## config.mk

```make
export PLATFORM = sky130hd
export DESIGN_NAME = dnsrt_cfg_regs
export DESIGN_NICKNAME = d
export VERILOG_FILES = /design/src/dnsrt_pkg.sv /design/src/dnsrt_cfg_regs.sv
export SDC_FILE = /design/constraint.sdc
export NUM_CORES = 1
export LEC_CHECK = 0
export ABC_AREA = 1
export CAP_MARGIN = 10
export CORE_ASPECT_RATIO = 0.9
export CORE_MARGIN = 10
export CORE_UTILIZATION = 55
export CTS_BUF_LIST = sky130_fd_sc_hd__clkbuf_16
export DETAILED_ROUTE_END_ITERATION = 16
export DONT_BUFFER_PORTS = 1
export GPL_ROUTABILITY_DRIVEN = 0
export PLACE_DENSITY = 0.8
export SKIP_LAST_GASP = 1
export SLEW_MARGIN = 10
export SYNTH_ARGS = -nofsm -noshare
export SYNTH_HDL_FRONTEND = slang
export SYNTH_SLANG_ARGS = --single-unit
export TNS_END_PERCENT = 50
```

## constraint.sdc

```tcl
create_clock -name i_clk -period 1.3 [get_ports i_clk]
set_clock_uncertainty 0.05 [all_clocks]
set_input_delay 0 -clock i_clk [delete_from_list [all_inputs] [get_ports i_clk]]
set_output_delay 0 -clock i_clk [all_outputs]
set_load 0.005 [all_outputs]
```

## src/dnsrt_pkg.sv

```systemverilog
// Shared types, codes and defaults for the DNS relay pending table.
// Used by dnsrt_cfg_regs, dnsrt_slot_store and dns_relay_pending_table_unit.
package dnsrt_pkg;

    localparam int SLOTS_DEF = 32;

    localparam int ADDR_W = 5;
    localparam int CFG_IDX_W = 3;

    // register indexes (byte address = 4 * index)
    localparam logic [CFG_IDX_W-1:0] REG_PROXY_EN    = 3'd0;
    localparam logic [CFG_IDX_W-1:0] REG_PRIMARY     = 3'd1;
    localparam logic [CFG_IDX_W-1:0] REG_SECONDARY   = 3'd2;
    localparam logic [CFG_IDX_W-1:0] REG_PEND_TMO    = 3'd3;
    localparam logic [CFG_IDX_W-1:0] REG_FAILOVR_TMO = 3'd4;

    localparam logic [31:0] TIMEOUT_RST = 32'd1000;

    // item kinds
    localparam logic [1:0] KIND_QUERY    = 2'd0;
    localparam logic [1:0] KIND_RESPONSE = 2'd1;
    localparam logic [1:0] KIND_CHECK    = 2'd2;
    localparam logic [1:0] KIND_UNUSED   = 2'd3;

    // result status codes
    localparam logic [2:0] ST_FORWARDED  = 3'd0;
    localparam logic [2:0] ST_SERVFAIL   = 3'd1;
    localparam logic [2:0] ST_DISABLED   = 3'd2;
    localparam logic [2:0] ST_MATCHED    = 3'd3;
    localparam logic [2:0] ST_UNKNOWN    = 3'd4;
    localparam logic [2:0] ST_SWITCHED   = 3'd5;
    localparam logic [2:0] ST_NO_SWITCH  = 3'd6;

    localparam logic [15:0] UPORT_FLAG = 16'h8000;
    localparam logic [15:0] ID_RST     = 16'd1;

    typedef struct packed {
        logic        proxy_enabled;
        logic [31:0] primary_server;
        logic [31:0] secondary_server;
        logic [31:0] pending_timeout;
        logic [31:0] failover_timeout;
    } t_cfg;

    // per-slot lookup word
    typedef struct packed {
        logic        busy;
        logic [15:0] fwd_id;
        logic [31:0] start_time;
    } t_tag;

    // per-slot client details
    typedef struct packed {
        logic [15:0] client_id;
        logic [31:0] src_ip;
        logic [15:0] src_port;
        logic [47:0] src_mac;
        logic [15:0] vlan;
        logic [15:0] qtype;
    } t_slot_data;

endpackage

```

## src/dnsrt_cfg_regs.sv

```systemverilog
// APB register file of the DNS relay pending table.
// Depends on dnsrt_pkg for register indexes, reset values and t_cfg.
module dnsrt_cfg_regs (
    input  logic                       i_clk,
    input  logic                       i_rst_n,
    input  logic                       psel,
    input  logic                       penable,
    input  logic                       pwrite,
    input  logic [dnsrt_pkg::ADDR_W-1:0] paddr,
    input  logic [31:0]                pwdata,
    output logic [31:0]                prdata,
    output logic                       pready,
    output dnsrt_pkg::t_cfg            o_cfg
);

    dnsrt_pkg::t_cfg r_cfg;
    logic [dnsrt_pkg::CFG_IDX_W-1:0] reg_idx;
    logic wr_en;

    assign reg_idx = paddr[dnsrt_pkg::ADDR_W-1:2];
    assign wr_en   = psel && penable && pwrite;
    assign pready  = 1'b1;
    assign o_cfg   = r_cfg;

    always_ff @(posedge i_clk) begin
        if (!i_rst_n) begin
            r_cfg.proxy_enabled    <= 1'b0;
            r_cfg.primary_server   <= '0;
            r_cfg.secondary_server <= '0;
            r_cfg.pending_timeout  <= dnsrt_pkg::TIMEOUT_RST;
            r_cfg.failover_timeout <= dnsrt_pkg::TIMEOUT_RST;
        end else if (wr_en) begin
            unique case (reg_idx)
                dnsrt_pkg::REG_PROXY_EN:    r_cfg.proxy_enabled    <= pwdata[0];
                dnsrt_pkg::REG_PRIMARY:     r_cfg.primary_server   <= pwdata;
                dnsrt_pkg::REG_SECONDARY:   r_cfg.secondary_server <= pwdata;
                dnsrt_pkg::REG_PEND_TMO:    r_cfg.pending_timeout  <= pwdata;
                dnsrt_pkg::REG_FAILOVR_TMO: r_cfg.failover_timeout <= pwdata;
                default: ;
            endcase
        end
    end

    always_comb begin
        unique case (reg_idx)
            dnsrt_pkg::REG_PROXY_EN:    prdata = {31'd0, r_cfg.proxy_enabled};
            dnsrt_pkg::REG_PRIMARY:     prdata = r_cfg.primary_server;
            dnsrt_pkg::REG_SECONDARY:   prdata = r_cfg.secondary_server;
            dnsrt_pkg::REG_PEND_TMO:    prdata = r_cfg.pending_timeout;
            dnsrt_pkg::REG_FAILOVR_TMO: prdata = r_cfg.failover_timeout;
            default:                    prdata = '0;
        endcase
    end

endmodule

```

==> metrics <==
outcome=complete, but fails checks; violated checks=hold timing; Synth warnings=0; max-slew violation count=0; hold path endpoint=o_cfg[79]$_SDFFE_PN0P_; commonest cells in the netlist=nand2_1, nor2_1, dfxtp_1; fin crit period=1.27 ns; worst r2r src=o_cfg[6]$_SDFFE_PN1P_; largest net degree at the start of global routing=72; initial DRC count=651; CP endpoint kind=flop; Post-Syn Instances=1041; WL final=22.8 mm; Synth Area per Inst=5.99 um^2; worst-path cell chain=nand2_1 -> nand3_1 -> dlygate4sd3_1; worst flop-to-flop path endpoint=o_cfg[6]$_SDFFE_PN1P_; Post-Syn Area=6240 um^2; WHS Path Cells=5; Area contributors post-synth=dfxtp_1, nand2_1, nor2_1; die width=132 um; Critical Path Source Type=flop; leakage power total=3.86 nW; Largest register FFs=129; final worst-path cycle share=0.974; CTS tree=yes; total gr overflow=0; # placed instances=1152; Vias=7046; fin cells=1313; most used flip-flop cell after synthesis=dfxtp_1; GRT Total Usage=0.274; post-detail-place hpwl=12.2 mm; worst min-delay path class=input port to flop; reg2reg path depth=3; Routed WL per cell=17.4 um; H-tree levels=4; DRC viols=0; critical path peak fanout=3; CTS Buf Count=17; crit path DAT=1.50 ns; count leader, synth=nand2_1; RSZ-0062 raised after global routing=false; CTS Sinks=129; first-pass GRT wire length=35.7 mm; Hold Violations, Final=2; # nets final=1191; Max VDD drop=0.000908 V; Distinct cells, synth=15; Clk Latency, worst-skew pair=0.41 ns; PD cells=1120 nW/um^2; share of post-route cells with drive strength above 1=0.0525; Worst-path clk slew=0.05 ns; leading area contributor after synthesis=dfxtp_1; final setup vio count=0; required time of the critical path=1.54 ns; WS Path Type=flop to flop; Slowest-stage cell, CP=dlygate4sd3_1; Initial Util=0.570; number of global-route vias before repair=6925; ys async rst share=0; Via-to-Cell Ratio=5.37; Core Rows=36; Syn Nets=1083; DIE AREA=16000 um^2; Sequential Area=2580 um^2; Final ANT Viol Nets=0; register bit count reported by yosys=129; fmax=790 MHz; Clock Path Buffers=2; multi-input logic area=3030 um^2; initial antenna violation count=0; reg2reg setup slack=0.03 ns; TritonRoute pass-1 iters=8; post-synth top area share=0.414; maxcap violations=0; Area Growth Syn to Fin=33.5%; Slowest Stage Delay on Critical Path=0.59 ns; core area=10900 um^2; post-synthesis sequential area ratio=0.414; port bufs=0; Fill cells=793; Ports=204; Ant. Diodes=0; hold wc startpoint=paddr[2]; Root Driver=clkbuf_16; setup TNS=0 ns; chip height=121 um; Post-synth EDFFs=0; Min Hold Slack=-0.0152 ns
## where the power goes
group / internal (mW) / switching [mW] / leakage (nW)
Combinational: 0.414 / 0.451 / 2.54
Clock: 2.73 / 1.66 / 0.279
Sequential: 4.01 / 0.0621 / 1.04
Total: 7.15 / 2.18 / 3.86
## stage by stage
stage                     hold WS (ns)   util  area, um^2  power, mW  setup WS (ns)
final                          -0.0152  0.761        8330       9.33         0.0343
after global routing            0.0121  0.761        8330       9.62         0.0146
after CTS                     0.000362  0.755        8260       9.29         0.0142
after detailed placement        0.0666  0.587        6430       4.65         0.0794
after global placement          0.0646  0.587        6430       4.64          0.119
after floorplan                 0.0762      -        6240       4.55          0.274
## placed cells by master, fill, tap and decap left out, drive strengths merged
master       synthesis  routed
inv                100     103
a21oi                1       1
clkbuf              14      18
clkinv               0       8
conb                 1       1
clkinvlp             0       1
nand4                1       1
dlygate4sd3          0     125
nand3              109     109
nand2              394     394
dfxtp              129     129
buf                 48      25
bufinv               0       2
nor2               244     244
## what timing repair did
action / 4_1_cts / 5_1_grt
hold buffers: 127 / 0
buffers inserted: 0 / 2
setup endpoints to repair: 0 / 77
resized for setup: 0 / 6
hold endpoints to repair: 129 / 0
## area by class of cell
class / instances / share of cell area
clock buffer: 17 / 0.0511
clock inverter: 14 / 0.0131
inverter: 100 / 0.0458
multi-input combinational: 750 / 0.363
sequential: 129 / 0.310
tap: 152 / 0.0228
timing repair buffer: 151 / 0.194
## cell families after synthesis
logic type | share of synthesized area
other | 0.000601
buffers and inverters | 0.109
DFF | 0.414
AOI/OAI and AO/OA | 0.000802
and+or+nand+nor | 0.475
## worst max-delay path: cells and delay by family, from the launching register on
| family | cells | cell delay, ns |
|---|---|---|
| buf+inv | 1 | 0.59 |
| flops | 1 | 0.34 |
| simple gates | 2 | 0.16 |
## routing by layer
| metal | track usage | routed length [um] |
|---|---|---|
| met1 | 0.284 | 8170 |
| met3 | 0.122 | 2960 |
| met5 | 0 | 0 |
| met4 | 0.102 | 546 |
| met2 | 0.484 | 11200 |
## how the worst max path moves through the flow
stage,start,end,depth (start not counted),slack [ns]
after floorplan,paddr[2],o_cfg[27]$_SDFFE_PN0P_,9,0.27
after global placement,pwrite,o_cfg[54]$_SDFFE_PN0P_,6,0.12
after detailed placement,pwrite,o_cfg[106]$_SDFFE_PN0P_,6,0.08
after CTS,pwrite,o_cfg[8]$_SDFFE_PN1P_,6,0.01
after global routing,paddr[4],o_cfg[37]$_SDFFE_PN1P_,8,0.01
final,o_cfg[6]$_SDFFE_PN1P_,o_cfg[6]$_SDFFE_PN1P_,3,0.03
No activity file was read; power rests on OpenSTA's default activity.
